### src/sv/ttur_pkg.sv
// Shared types and constants for the tick timer and UART frame receiver.
`default_nettype none

package ttur_pkg;

   // Frame buffer size
   localparam int BUFFER_BYTES = 60;

   // Configuration register indexes
   localparam logic [2:0] REG_RUN_ENABLE        = 3'd0;
   localparam logic [2:0] REG_TICKS_PER_SECOND  = 3'd1;
   localparam logic [2:0] REG_OFF_SECONDS       = 3'd2;
   localparam logic [2:0] REG_KEY_SCAN_TICKS    = 3'd3;
   localparam logic [2:0] REG_REFRESH_TICKS     = 3'd4;
   localparam logic [2:0] REG_POLL_TICKS        = 3'd5;
   localparam logic [2:0] REG_GAP_TICKS         = 3'd6;

   localparam int CSR_INDEX_W = 3;
   localparam int CSR_DATA_W  = 16;

   // Register reset values
   localparam logic [15:0] RST_TICKS_PER_SECOND  = 16'd1000;
   localparam logic [7:0]  RST_OFF_SECONDS       = 8'd180;
   localparam logic [15:0] RST_KEY_SCAN_TICKS    = 16'd40;
   localparam logic [15:0] RST_REFRESH_TICKS     = 16'd400;
   localparam logic [15:0] RST_POLL_TICKS        = 16'd1000;
   localparam logic [7:0]  RST_GAP_TICKS         = 8'h0A;

   // Event kinds
   localparam logic FUNC_TICK = 1'b0;
   localparam logic FUNC_BYTE = 1'b1;

   // Frame layout
   localparam logic [7:0] START_MARK  = 8'h55;
   localparam logic [7:0] TAIL_MARK   = 8'hAA;
   localparam logic [7:0] TYPE_LONG   = 8'hB1;
   localparam logic [7:0] TYPE_MID    = 8'hB2;
   localparam logic [7:0] TYPE_SHORT_LO = 8'hB3;
   localparam logic [7:0] TYPE_SHORT_HI = 8'hB6;
   localparam logic [7:0] TYPE_SHORT_BASE = 8'hB0;
   localparam int LEN_LONG  = 54;
   localparam int LEN_MID   = 21;
   localparam int LEN_SHORT = 6;
   localparam int POS_TYPE       = 1;
   localparam int POS_TAIL_SHORT = 5;
   localparam int POS_TAIL_MID   = 20;
   localparam int POS_TAIL_LONG  = 53;

   localparam logic [2:0] KIND_NONE  = 3'd0;
   localparam logic [2:0] KIND_LONG  = 3'd1;
   localparam logic [2:0] KIND_MID   = 3'd2;

   // Per-request status, minus the buffer fields
   typedef struct packed {
      logic       key_scan_pulse;
      logic       refresh_pulse;
      logic       blink_phase;
      logic       poll_pulse;
      logic       auto_off;
      logic       beep_done;
      logic [2:0] frame_kind;
      logic       receiver_restart;
   } result_type;

endpackage

`default_nettype wire

### src/sv/ttur_ram.sv
// Generic single-write, single-read RAM with registered read data.
`default_nettype none

module ttur_ram #(
   parameter int WIDTH = 8,
   parameter int DEPTH = 60
) (
   input  wire logic                     clock,
   input  wire logic                     we,
   input  wire logic [$clog2(DEPTH)-1:0] waddr,
   input  wire logic [WIDTH-1:0]         wdata,
   input  wire logic                     re,
   input  wire logic [$clog2(DEPTH)-1:0] raddr,
   output      logic [WIDTH-1:0]         rdata
);

   logic [WIDTH-1:0] mem [DEPTH];
   logic [WIDTH-1:0] rdata_ff;

   // read-first: a same-cycle write is not visible on this read
   always_ff @(posedge clock) begin
      if (we) begin
         mem[waddr] <= wdata;
      end
      if (re) begin
         rdata_ff <= mem[raddr];
      end
   end

   assign rdata = rdata_ff;

endmodule

`default_nettype wire

### src/sv/tick_timers_and_uart_frame_receiver.sv
// Top level: tick prescalers, beep countdown and UART idle-gap frame receiver.
// Each request on req_* is a timer tick (req_func 0) or one received UART byte
// (req_func 1), together with the release, key activity, beep load, poll enable
// and buffer read index of that request. Every request gives exactly one
// response on rsp_*: this tick's pulses, the frame kind or receiver restart when
// the gap counter expired, the held byte count and the buffer byte at
// req_read_index as it stands after the request.
// Throughput: one request per cycle while rsp_ready is high. A response passes from
// the frame buffer RAM's registered read in the read stage to the response register
// before rsp_valid rises.
// csr_* writes one configuration register per cycle; write only while idle.
// Reset clears all counters, flags and the valid bit of every buffer entry, so
// the buffer reads as zero until written; registers return to their defaults.
// When rsp_ready is low the response register holds, one more request is kept
// in the read stage, and req_ready drops once both are full.
`default_nettype none

module tick_timers_and_uart_frame_receiver (
   input  wire logic                                           clock,
   input  wire logic                                           reset,
   // configuration
   input  wire logic                                           csr_we,
   input  wire logic [ttur_pkg::CSR_INDEX_W-1:0]               csr_index,
   input  wire logic [ttur_pkg::CSR_DATA_W-1:0]                csr_wdata,
   // request channel
   input  wire logic                                           req_valid,
   output      logic                                           req_ready,
   input  wire logic                                           req_func,
   input  wire logic [7:0]                                     req_rx_byte,
   input  wire logic                                           req_frame_release,
   input  wire logic                                           req_key_activity,
   input  wire logic [15:0]                                    req_beep_start,
   input  wire logic                                           req_poll_enable,
   input  wire logic [$clog2(ttur_pkg::BUFFER_BYTES)-1:0]      req_read_index,
   // response channel
   output      logic                                           rsp_valid,
   input  wire logic                                           rsp_ready,
   output      logic                                           rsp_key_scan_pulse,
   output      logic                                           rsp_refresh_pulse,
   output      logic                                           rsp_blink_phase,
   output      logic                                           rsp_poll_pulse,
   output      logic                                           rsp_auto_off,
   output      logic                                           rsp_beep_done,
   output      logic [2:0]                                     rsp_frame_kind,
   output      logic                                           rsp_receiver_restart,
   output      logic [$clog2(ttur_pkg::BUFFER_BYTES+1)-1:0]    rsp_byte_count,
   output      logic [7:0]                                     rsp_read_data
);

   localparam int IDX_W = $clog2(ttur_pkg::BUFFER_BYTES);
   localparam int CNT_W = $clog2(ttur_pkg::BUFFER_BYTES + 1);

   // configuration registers
   logic        run_enable_ff;
   logic [15:0] ticks_per_second_ff;
   logic [7:0]  off_seconds_ff;
   logic [15:0] key_scan_ticks_ff;
   logic [15:0] refresh_ticks_ff;
   logic [15:0] poll_ticks_ff;
   logic [7:0]  gap_ticks_ff;

   // timer and receiver state
   logic [15:0]      second_count_ff, second_count_in;
   logic [7:0]       idle_seconds_ff, idle_seconds_in;
   logic [15:0]      scan_count_ff, scan_count_in;
   logic [15:0]      refresh_count_ff, refresh_count_in;
   logic             blink_bit_ff, blink_bit_in;
   logic [15:0]      poll_count_ff, poll_count_in;
   logic [15:0]      beep_count_ff, beep_count_in;
   logic [7:0]       gap_count_ff, gap_count_in;
   logic [CNT_W-1:0] held_bytes_ff, held_bytes_in;
   logic             frame_pending_ff, frame_pending_in;

   // copies of the buffer bytes the classifier looks at
   logic [7:0] byte_start_ff, byte_type_ff, tail_short_ff, tail_mid_ff, tail_long_ff;
   logic [ttur_pkg::BUFFER_BYTES-1:0] entry_valid_ff;

   // step logic
   logic                accept;
   logic [CNT_W-1:0]    held_rel;
   logic                pending_rel;
   logic [15:0]         second_inc;
   logic [7:0]          idle_inc;
   logic [7:0]          start_after;
   logic                buf_we;
   logic [IDX_W-1:0]    buf_waddr;
   ttur_pkg::result_type step_res;

   // read stage
   logic                 s1_valid_ff;
   ttur_pkg::result_type s1_res_ff;
   logic [CNT_W-1:0]     s1_count_ff;
   logic                 s1_hit_ff;
   logic                 s1_use_ram_ff;
   logic [7:0]           s1_hit_data_ff;
   logic                 s1_advance;
   logic [7:0]           s1_read_data;
   logic [7:0]           ram_rdata;
   logic                 ridx_ok;

   // response register
   logic                 out_valid_ff;
   ttur_pkg::result_type out_res_ff;
   logic [CNT_W-1:0]     out_count_ff;
   logic [7:0]           out_data_ff;

   assign accept     = req_valid && req_ready;
   assign s1_advance = s1_valid_ff && (!out_valid_ff || rsp_ready);
   assign req_ready  = !s1_valid_ff || s1_advance;

   // ---------------- configuration ----------------
   always_ff @(posedge clock) begin
      if (reset) begin
         run_enable_ff        <= 1'b0;
         ticks_per_second_ff  <= ttur_pkg::RST_TICKS_PER_SECOND;
         off_seconds_ff       <= ttur_pkg::RST_OFF_SECONDS;
         key_scan_ticks_ff    <= ttur_pkg::RST_KEY_SCAN_TICKS;
         refresh_ticks_ff     <= ttur_pkg::RST_REFRESH_TICKS;
         poll_ticks_ff        <= ttur_pkg::RST_POLL_TICKS;
         gap_ticks_ff         <= ttur_pkg::RST_GAP_TICKS;
      end else if (csr_we) begin
         unique case (csr_index)
            ttur_pkg::REG_RUN_ENABLE:        run_enable_ff        <= csr_wdata[0];
            ttur_pkg::REG_TICKS_PER_SECOND:  ticks_per_second_ff  <= csr_wdata;
            ttur_pkg::REG_OFF_SECONDS:       off_seconds_ff       <= csr_wdata[7:0];
            ttur_pkg::REG_KEY_SCAN_TICKS:    key_scan_ticks_ff    <= csr_wdata;
            ttur_pkg::REG_REFRESH_TICKS:     refresh_ticks_ff     <= csr_wdata;
            ttur_pkg::REG_POLL_TICKS:        poll_ticks_ff        <= csr_wdata;
            ttur_pkg::REG_GAP_TICKS:         gap_ticks_ff         <= csr_wdata[7:0];
            default: ;
         endcase
      end
   end

   // ---------------- step ----------------
   assign held_rel    = req_frame_release ? '0 : held_bytes_ff;
   assign pending_rel = req_frame_release ? 1'b0 : frame_pending_ff;
   assign buf_waddr   = held_rel[IDX_W-1:0];
   assign second_inc  = second_count_ff + 16'd1;
   assign idle_inc    = (req_key_activity ? 8'd0 : idle_seconds_ff) + 8'd1;
   // slot 0 as it stands once this byte is stored
   assign start_after = (held_rel == '0) ? req_rx_byte : byte_start_ff;

   always_comb begin
      second_count_in  = second_count_ff;
      idle_seconds_in  = req_key_activity ? 8'd0 : idle_seconds_ff;
      scan_count_in    = scan_count_ff;
      refresh_count_in = refresh_count_ff;
      blink_bit_in     = blink_bit_ff;
      poll_count_in    = poll_count_ff;
      beep_count_in    = (req_beep_start != 16'd0) ? req_beep_start : beep_count_ff;
      gap_count_in     = gap_count_ff;
      held_bytes_in    = held_rel;
      frame_pending_in = pending_rel;
      buf_we           = 1'b0;
      step_res         = '0;

      if (req_func == ttur_pkg::FUNC_BYTE) begin
         gap_count_in = gap_ticks_ff;
         if (held_rel < CNT_W'(ttur_pkg::BUFFER_BYTES) && !pending_rel) begin
            buf_we = 1'b1;
            if (start_after == ttur_pkg::START_MARK) begin
               held_bytes_in = held_rel + CNT_W'(1);
            end
         end
      end else begin
         if (run_enable_ff) begin
            second_count_in = second_inc;
            if (second_inc > ticks_per_second_ff) begin
               second_count_in = 16'd0;
               idle_seconds_in = idle_inc;
               if (idle_inc >= off_seconds_ff) begin
                  idle_seconds_in   = 8'd0;
                  step_res.auto_off = 1'b1;
               end
            end
            scan_count_in = scan_count_ff + 16'd1;
            if (scan_count_in >= key_scan_ticks_ff) begin
               scan_count_in           = 16'd0;
               step_res.key_scan_pulse = 1'b1;
            end
            refresh_count_in = refresh_count_ff + 16'd1;
            if (refresh_count_in >= refresh_ticks_ff) begin
               refresh_count_in       = 16'd0;
               blink_bit_in           = !blink_bit_ff;
               step_res.refresh_pulse = 1'b1;
            end
            if (req_poll_enable) begin
               poll_count_in = poll_count_ff + 16'd1;
               if (poll_count_in >= poll_ticks_ff) begin
                  poll_count_in       = 16'd0;
                  step_res.poll_pulse = 1'b1;
               end
            end
            if (beep_count_in != 16'd0) begin
               beep_count_in      = beep_count_in - 16'd1;
               step_res.beep_done = (beep_count_in == 16'd0);
            end
         end
         if (gap_count_ff != 8'd0) begin
            gap_count_in = gap_count_ff - 8'd1;
            if (gap_count_in == 8'd0) begin
               // frame end: classify from the captured header and tail bytes
               priority if (held_rel == CNT_W'(ttur_pkg::LEN_LONG)
                            && byte_type_ff == ttur_pkg::TYPE_LONG
                            && tail_long_ff == ttur_pkg::TAIL_MARK) begin
                  step_res.frame_kind = ttur_pkg::KIND_LONG;
               end else if (held_rel == CNT_W'(ttur_pkg::LEN_MID)
                            && byte_type_ff == ttur_pkg::TYPE_MID
                            && tail_mid_ff == ttur_pkg::TAIL_MARK) begin
                  step_res.frame_kind = ttur_pkg::KIND_MID;
               end else if (held_rel == CNT_W'(ttur_pkg::LEN_SHORT)
                            && tail_short_ff == ttur_pkg::TAIL_MARK
                            && byte_type_ff >= ttur_pkg::TYPE_SHORT_LO
                            && byte_type_ff <= ttur_pkg::TYPE_SHORT_HI) begin
                  step_res.frame_kind = 3'(byte_type_ff - ttur_pkg::TYPE_SHORT_BASE);
               end else begin
                  step_res.frame_kind = ttur_pkg::KIND_NONE;
               end
               if (step_res.frame_kind != ttur_pkg::KIND_NONE) begin
                  frame_pending_in = 1'b1;
               end else begin
                  held_bytes_in             = '0;
                  step_res.receiver_restart = 1'b1;
               end
            end
         end
      end
      step_res.blink_phase = blink_bit_in;
   end

   always_ff @(posedge clock) begin
      if (reset) begin
         second_count_ff  <= '0;
         idle_seconds_ff  <= '0;
         scan_count_ff    <= '0;
         refresh_count_ff <= '0;
         blink_bit_ff     <= 1'b0;
         poll_count_ff    <= '0;
         beep_count_ff    <= '0;
         gap_count_ff     <= '0;
         held_bytes_ff    <= '0;
         frame_pending_ff <= 1'b0;
         byte_start_ff    <= '0;
         byte_type_ff     <= '0;
         tail_short_ff    <= '0;
         tail_mid_ff      <= '0;
         tail_long_ff     <= '0;
         entry_valid_ff   <= '0;
      end else if (accept) begin
         second_count_ff  <= second_count_in;
         idle_seconds_ff  <= idle_seconds_in;
         scan_count_ff    <= scan_count_in;
         refresh_count_ff <= refresh_count_in;
         blink_bit_ff     <= blink_bit_in;
         poll_count_ff    <= poll_count_in;
         beep_count_ff    <= beep_count_in;
         gap_count_ff     <= gap_count_in;
         held_bytes_ff    <= held_bytes_in;
         frame_pending_ff <= frame_pending_in;
         if (buf_we) begin
            entry_valid_ff[buf_waddr] <= 1'b1;
            if (buf_waddr == '0) begin
               byte_start_ff <= req_rx_byte;
            end
            if (buf_waddr == IDX_W'(ttur_pkg::POS_TYPE)) begin
               byte_type_ff <= req_rx_byte;
            end
            if (buf_waddr == IDX_W'(ttur_pkg::POS_TAIL_SHORT)) begin
               tail_short_ff <= req_rx_byte;
            end
            if (buf_waddr == IDX_W'(ttur_pkg::POS_TAIL_MID)) begin
               tail_mid_ff <= req_rx_byte;
            end
            if (buf_waddr == IDX_W'(ttur_pkg::POS_TAIL_LONG)) begin
               tail_long_ff <= req_rx_byte;
            end
         end
      end
   end

   // ---------------- frame buffer ----------------
   ttur_ram #(
      .WIDTH (8),
      .DEPTH (ttur_pkg::BUFFER_BYTES)
   ) u_frame_ram (
      .clock (clock),
      .we    (accept && buf_we),
      .waddr (buf_waddr),
      .wdata (req_rx_byte),
      .re    (accept),
      .raddr (req_read_index),
      .rdata (ram_rdata)
   );

   assign ridx_ok = ({1'b0, req_read_index} < (IDX_W + 1)'(ttur_pkg::BUFFER_BYTES));

   // read stage: RAM data is read-first, so a write to the same entry forwards
   always_ff @(posedge clock) begin
      if (reset) begin
         s1_valid_ff <= 1'b0;
      end else if (accept) begin
         s1_valid_ff <= 1'b1;
      end else if (s1_advance) begin
         s1_valid_ff <= 1'b0;
      end
   end

   always_ff @(posedge clock) begin
      if (accept) begin
         s1_res_ff      <= step_res;
         s1_count_ff    <= held_bytes_in;
         s1_hit_ff      <= ridx_ok && buf_we && (buf_waddr == req_read_index);
         s1_use_ram_ff  <= ridx_ok && entry_valid_ff[req_read_index];
         s1_hit_data_ff <= req_rx_byte;
      end
   end

   always_comb begin
      priority if (s1_hit_ff) begin
         s1_read_data = s1_hit_data_ff;
      end else if (s1_use_ram_ff) begin
         s1_read_data = ram_rdata;
      end else begin
         s1_read_data = 8'd0;
      end
   end

   // ---------------- response register ----------------
   always_ff @(posedge clock) begin
      if (reset) begin
         out_valid_ff <= 1'b0;
      end else if (s1_advance) begin
         out_valid_ff <= 1'b1;
      end else if (rsp_ready) begin
         out_valid_ff <= 1'b0;
      end
   end

   always_ff @(posedge clock) begin
      if (s1_advance) begin
         out_res_ff   <= s1_res_ff;
         out_count_ff <= s1_count_ff;
         out_data_ff  <= s1_read_data;
      end
   end

   assign rsp_valid            = out_valid_ff;
   assign rsp_key_scan_pulse   = out_res_ff.key_scan_pulse;
   assign rsp_refresh_pulse    = out_res_ff.refresh_pulse;
   assign rsp_blink_phase      = out_res_ff.blink_phase;
   assign rsp_poll_pulse       = out_res_ff.poll_pulse;
   assign rsp_auto_off         = out_res_ff.auto_off;
   assign rsp_beep_done        = out_res_ff.beep_done;
   assign rsp_frame_kind       = out_res_ff.frame_kind;
   assign rsp_receiver_restart = out_res_ff.receiver_restart;
   assign rsp_byte_count       = out_count_ff;
   assign rsp_read_data        = out_data_ff;

   // ---------------- assertions ----------------
   a_count_in_range: assert property (@(posedge clock) disable iff (reset)
      held_bytes_ff <= CNT_W'(ttur_pkg::BUFFER_BYTES))
      else $error("held byte count beyond buffer size");

   a_kind_xor_restart: assert property (@(posedge clock) disable iff (reset)
      rsp_valid |-> !(rsp_frame_kind != ttur_pkg::KIND_NONE && rsp_receiver_restart))
      else $error("frame accepted and restarted on the same request");

   a_byte_no_pulse: assert property (@(posedge clock) disable iff (reset)
      (accept && req_func == ttur_pkg::FUNC_BYTE) |=>
         (!s1_res_ff.key_scan_pulse && !s1_res_ff.auto_off
          && s1_res_ff.frame_kind == ttur_pkg::KIND_NONE))
      else $error("byte request produced a timer or frame result");

   a_pending_stable_on_byte: assert property (@(posedge clock) disable iff (reset)
      (accept && req_func == ttur_pkg::FUNC_BYTE && !req_frame_release) |=>
         (frame_pending_ff == $past(frame_pending_ff)))
      else $error("frame pending changed on a byte request");

endmodule

`default_nettype wire

### config.mk
export PLATFORM = sky130hd
export DESIGN_NAME = tick_timers_and_uart_frame_receiver
export DESIGN_NICKNAME = d
export VERILOG_FILES = /design/src/sv/ttur_pkg.sv /design/src/sv/ttur_ram.sv /design/src/sv/tick_timers_and_uart_frame_receiver.sv
export SDC_FILE = /design/constraint.sdc
export NUM_CORES = 1
export LEC_CHECK = 0
export BUFFER_PORTS_ARGS = -buffer_cell sky130_fd_sc_hd__buf_2
export CORE_UTILIZATION = 58
export DETAILED_ROUTE_END_ITERATION = 8
export PLACE_DENSITY = 0.75
export RECOVER_POWER = 100
export SYNTH_ARGS = -nofsm -noshare
export SYNTH_HDL_FRONTEND = slang
export SYNTH_SLANG_ARGS = --single-unit
### constraint.sdc
create_clock -name clock -period 10.2 [get_ports clock]
set_clock_uncertainty 0.2 [all_clocks]
set_input_delay 0.51 -clock clock [delete_from_list [all_inputs] [get_ports clock]]
set_output_delay 0.51 -clock clock [all_outputs]
set_load 0.03 [all_outputs]
# Word level (Yosys, flattened, before mapping)
# Memory sizes are Yosys's and may differ from the RTL's. A register that Yosys moved wholly into a read port is not among the register bits.
# Index checks and enable logic that the tools add are counted.
# totals
register_bits	337
latch_bits	0
ram_bits	480
romBits	0
inputBits	58
word_cells	205
memories	1
# classes
addsub	9
n_mul	0
div_mod_pow	0
n_lt_le_gt_ge	12
eq_ne	20
n_shift	0
mux	56
bitwise	8
reduce_logical	52
# mem_list
memory	depth	width	rd	rd_clocked_by_memory_dff	wr	line_no	text
u_frame_ram.mem	60	8	1	1	1	ttur_ram.sv:17	logic [WIDTH-1:0] mem [DEPTH];
# ops
cell	count
16-bit 2-to-1 mux	8
8-bit 2-to-1 mux	10
16-bit by 1-bit adder with 16-bit output (second input constant)	4
60-bit bitwise OR	1
16-bit greater-or-equal comparator	3
6-bit 2-to-1 mux	7
8-bit equality test (second input constant)	5
16-bit nonzero test	2
1-bit 2-to-1 mux	23
3-bit 2-to-1 mux	6
2-bit AND reduction	9
16-bit greater-than comparator	1
16-bit zero test	1
16-bit by 1-bit subtractor with 16-bit output (second input constant)	1
1-bit logical AND	15
3-bit AND reduction	5
6-bit by 7-bit less-than comparator with 1-bit output (second input constant)	2
6-bit by 3-bit equality test with 1-bit output (second input constant)	2
6-bit by 5-bit equality test with 1-bit output (second input constant)	2
6-bit equality test (second input constant)	2
6-bit less-than comparator (second input constant)	2
3-bit OR reduction	4
3-bit equality test (second input constant)	3
8-bit by 1-bit adder with 8-bit output (second input constant)	1
25 further kinds	38

# Logic depth before layout (Yosys ltp)
# depth
depth_word	16
mapped_depth	18
depth_no_buf	16

# By module
# A second synthesis with hierarchy kept.
# hier_totals
cells_unflattened	2884
area_unflattened_um2	36636.4
# by_module_without_submodules
mod	n_inst	cells_per_inst	area_per_inst_um2	seq_area_each_um2
ttur_ram	1	896	19134.6	14654.1
tick_timers_and_uart_frame_receiver	1	1988	17501.8	7247.0

# Worst setup path after synthesis
# No wires, ideal clock.
# synth_path
path_type	register to register
start	register second_count_ff[0]
end	register second_count_ff[7]
t_arrival_ns	3.590
t_required_ns	9.868
slack_ns	6.278
stages_incl_launch_ff	18
n_path_buf	3
period_less_slack_ns	3.922
cell_sequence	dfxtp_1 nand3_1 nor3_1 and4_1 and3_1 clkbuf_1 nand3_1 xnor2_1 ha_1 nand2_1 or3_1 o32a_1 a31oi_1 clkbuf_1 clkbuf_1 o21ai_0 nand2_1 a21oi_1
# synth_between
elab_chain_len	3
# synth_lines
element	line_no	text
start: declaration	tick_timers_and_uart_frame_receiver.sv:63	logic [15:0] second_count_ff, second_count_in;
start signal: assignment	tick_timers_and_uart_frame_receiver.sv:251	second_count_ff <= second_count_in;
16-bit by 1-bit adder with 16-bit output (*)	tick_timers_and_uart_frame_receiver.sv:139	assign second_inc = second_count_ff + 16'd1;
16-bit greater-than comparator	tick_timers_and_uart_frame_receiver.sv:169	if (second_inc > ticks_per_second_ff) begin
16-bit 2-to-1 mux (*)	tick_timers_and_uart_frame_receiver.sv:169	
# Every way passes the cells marked *; elsewhere a longest branch is shown, timed or not.
# A chain may end at the register's enable or synchronous reset.

# Worst setup path in the final report
# layout_path
start	input port rsp_ready
end	register idle_seconds_ff[4]
# layout_between
elab_chain_len	4
# layout_lines
element	line_no	text
start: declaration	tick_timers_and_uart_frame_receiver.sv:37	input wire logic rsp_ready,
1-bit logical OR	tick_timers_and_uart_frame_receiver.sv:108	assign s1_advance = s1_valid_ff && (!out_valid_ff || rsp_ready);
1-bit logical AND	tick_timers_and_uart_frame_receiver.sv:108	
1-bit logical OR	tick_timers_and_uart_frame_receiver.sv:109	assign req_ready = !s1_valid_ff || s1_advance;
1-bit logical AND	tick_timers_and_uart_frame_receiver.sv:107	assign accept = req_valid && req_ready;
end signal: assignment	tick_timers_and_uart_frame_receiver.sv:252	idle_seconds_ff <= idle_seconds_in;
end: declaration	tick_timers_and_uart_frame_receiver.sv:64	logic [7:0] idle_seconds_ff, idle_seconds_in;
# Every way passes these cells.

==> flow_summary.json <==
{
  "swShare": 0.223,
  "drc_errors": 0,
  "viasPerCell": 6.35,
  "cts_sinks": 825,
  "rows": 90,
  "final_area_um2": 39800,
  "die_h_um": 250,
  "clk_latency_ns": 0.63,
  "syn2layout_area_growth_pct": 11.1,
  "cts_tree": "yes",
  "syn-cell-area_um2": 35800,
  "yosysSeqAreaShare": 0.612,
  "busiest_layer": "met2",
  "overflow": 0,
  "port_buffers": 83,
  "hpwl_mm": 53.7,
  "crit_arrival_ns": 6.01,
  "regArea_um2": 21900,
  "rsz0062_at_grt": "false",
  "die-width_um": 250,
  "worst_pin_slew_ns": 4.73,
  "gp_congestion": 0.862,
  "synth_fp_nets": 2902,
  "switchingPower_mw": 1.60,
  "postSynthAreaPerCell_um2": 13.0,
  "ys_ff_latch": 825,
  "use_met2": 0.456,
  "drive_gt1_frac": 0.137,
  "wl_per_cell_um": 23.9,
  "pwr-share-seq": 0.506,
  "combinationalPowerShare": 0.054,
  "start_kind": "primary input",
  "hp-class": "primary input to register",
  "first_pass_iters": 6,
  "cts_resized": 0,
  "drt_iter0_drc": 2445,
  "vdd.ir_drop.worst_v": 0.000135,
  "relSlewSlack": -2.16,
  "core_region_area_um2": 60700,
  "root_buffer": "clkbuf_16",
  "critPathKind": "primary input to register",
  "grt_pass1_wl_mm": 135,
  "grtUsageMet1": 0.382,
  "postLayoutCoreUtil": 0.655,
  "cap_violations": 14,
  "clk_pin_slew_ns": 0.06,
  "mostFrequentLayoutCells": "538 x edfxtp_1, 305 x nor2_1, 287 x dfxtp_1, 278 x nand2_1, 171 x mux4_2",
  "drv_slew": 754,
  "met3_usage": 0.0657,
  "p_total_mw": 7.16,
  "postCtsSetupRepairBufs": 0,
  "detail-route-antenna-nets": 0,
  "syn_inst": 2759,
  "die-area_um2": 62700,
  "setup-tns-final_ns": 0,
  "clockBufferDepth": 3,
  "required_ns": 10.32,
  "yosysWarnings": 0,
  "antenna_found_initial": 6,
  "multi_input_area_um2": 13000,
  "setup_viol": 0,
  "clkPwrFrac": 0.440,
  "p_int_mw": 5.56,
  "synth_flop_cell": "edfxtp_1",
  "numCtsBuffers": 85,
  "first_global_vias": 23000,
  "period_share": 0.578,
  "start_util": 0.590,
  "cp_max_fo": 55,
  "synth_cell_types": 81,
  "violations": "max-capacitance violations, max-slew violations",
  "grtUsageTotal": 0.284,
  "layout_min_cycle_time_ns": 5.89,
  "fin_cells": 3690,
  "synth_edf_count": 538,
  "placed_cells": 3519,
  "layout_commonest_cell": "edfxtp_1",
  "powerDensity_nw_per_um2": 180,
  "end_kind": "register",
  "grt_max_degree": 111,
  "synthArstFlopShare": 0,
  "hold_viol": 0,
  "place_area_um2": 36900,
  "io_pins": 84,
  "max_freq_ghz": 0.170,
  "status": "finished with violations",
  "p_leak_nw": 13.8,
  "nets": 2977,
  "nFillCells": 4204,
  "num_vias": 23400,
  "wl_mm": 88.3,
  "htree_levels": 3
}
## cells by family (layout without fill, tap and decap cells)
group	after synthesis	count (layout)	share of synthesized area
AND/OR/NAND/NOR	896	896	0.116
flip-flops	825	825	0.612
AO/OA/AOI/OAI	420	420	0.0755
buffers and inverters	230	378	0.0248
multiplexers	223	223	0.122
adder cells (fa/ha/maj)	85	85	0.0297
XOR/XNOR	80	80	0.0196
other	0	1	0
## layer usage
metal / wire, um / vias up
li1: - / 10400
met1: 35100 / 11600
met2: 42300 / 1165
met3: 8360 / 191
met4: 2520 / 6
met5: 44 / -
## cell type report
class,instances,area share
antenna,1,0.0000629
clock inverter,37,0.0109
multi-input combinational,1704,0.327
clock buffer,123,0.0610
tap,782,0.0246
sequential,825,0.551
inverter,93,0.00878
timing repair buffer,125,0.0166
## state kept, by name, indices dropped and copies added, names as in the netlist, 10 cells and up
register             flops
second_count_ff         16
ticks_per_second_ff     16
key_scan_ticks_ff       16
refresh_count_ff        16
refresh_ticks_ff        16
poll_count_ff           16
poll_ticks_ff           16
u_frame_ram.mem        480
s1_res_ff               10
scan_count_ff           16
beep_count_ff           16
entry_valid_ff          60
## power by group through the flow
stage	Clock, mW	Sequential, mW	Combinational (mW)
6_report	3.15	3.62	0.387
5_1_grt	3.30	3.62	0.417
4_1_cts	3.17	3.62	0.387
3_5_place_dp	0	3.69	0.382
3_3_place_gp	0	3.69	0.368
2_1_floorplan	0	3.69	0.234
## per-stage QoR
| stage | setup WS (ns) | hold WS (ns) |
|---|---|---|
| after CTS | 5.65 | 0.00770 |
| final | 4.31 | 0.0198 |
| after global routing | 3.79 | 0.0214 |
| after floorplan | 6.28 | 0.200 |
| after detailed placement | 5.67 | 0.206 |
| after global placement | 5.80 | 0.202 |
## timing repair
item                                   CTS  global route
hold buffers                            10             0
setup endpoints to repair                0             0
endpoints found under the hold margin   30             0
## critical path, stage by stage
cell and delay, ns:
dlygate4sd3_1 0.53, buf_2 0.11, nand3b_1 0.14, nand2_1 0.07, clkbuf_1 0.68, clkinv_1 0.21, clkbuf_1 2.40, nor2_1 0.80
a22oi_1 0.37, o41ai_1 0.13
## synthesized netlist by cell type (5+ instances only)
library cell	count	area [um^2]
nor2_1	306	1150
and4_1	9	78.8
clkbuf_1	111	417
or3_1	14	87.6
edfxtp_1	538	16200
o21ai_0	78	390
mux4_2	171	3850
buf_2	11	55.1
nor4_1	8	50.1
a211oi_1	6	45.0
nand3_1	87	435
nor4b_1	5	43.8
ha_1	85	1060
xor2_1	38	333
nor3_1	31	155
mux2i_1	48	480
a21oi_1	158	791
a211o_1	21	184
and3_1	31	194
dfxtp_1	287	5750
o21ba_2	13	130
nor4bb_1	8	80.1
buf_1	12	45.0
a22oi_1	12	90.1
o32ai_1	7	61.3
a22o_1	15	131
and2_1	10	62.6
a31oi_1	16	100
nand3b_1	38	285
nor2b_1	15	93.8
xnor2_1	42	368
nand2_1	278	1040
nand2b_1	15	93.8
o21a_1	12	90.1
nand4_1	19	119
inv_1	92	345
a21o_1	30	225
o21ai_1	5	25.0
## path summary, 6_finish.rpt
path	slack [ns]	endpoint	cells after the start	from
worst max-delay path	4.31	idle_seconds_ff[4]	10	rsp_ready
worst min-delay path	0.02	s1_res_ff[6]	2	req_poll_enable
worst min register to register	0.22	rsp_beep_done	0	s1_res_ff[4]
worst max register to register	4.52	idle_seconds_ff[4]	8	s1_valid_ff
Note: power is estimated with default switching activity, not from simulation.
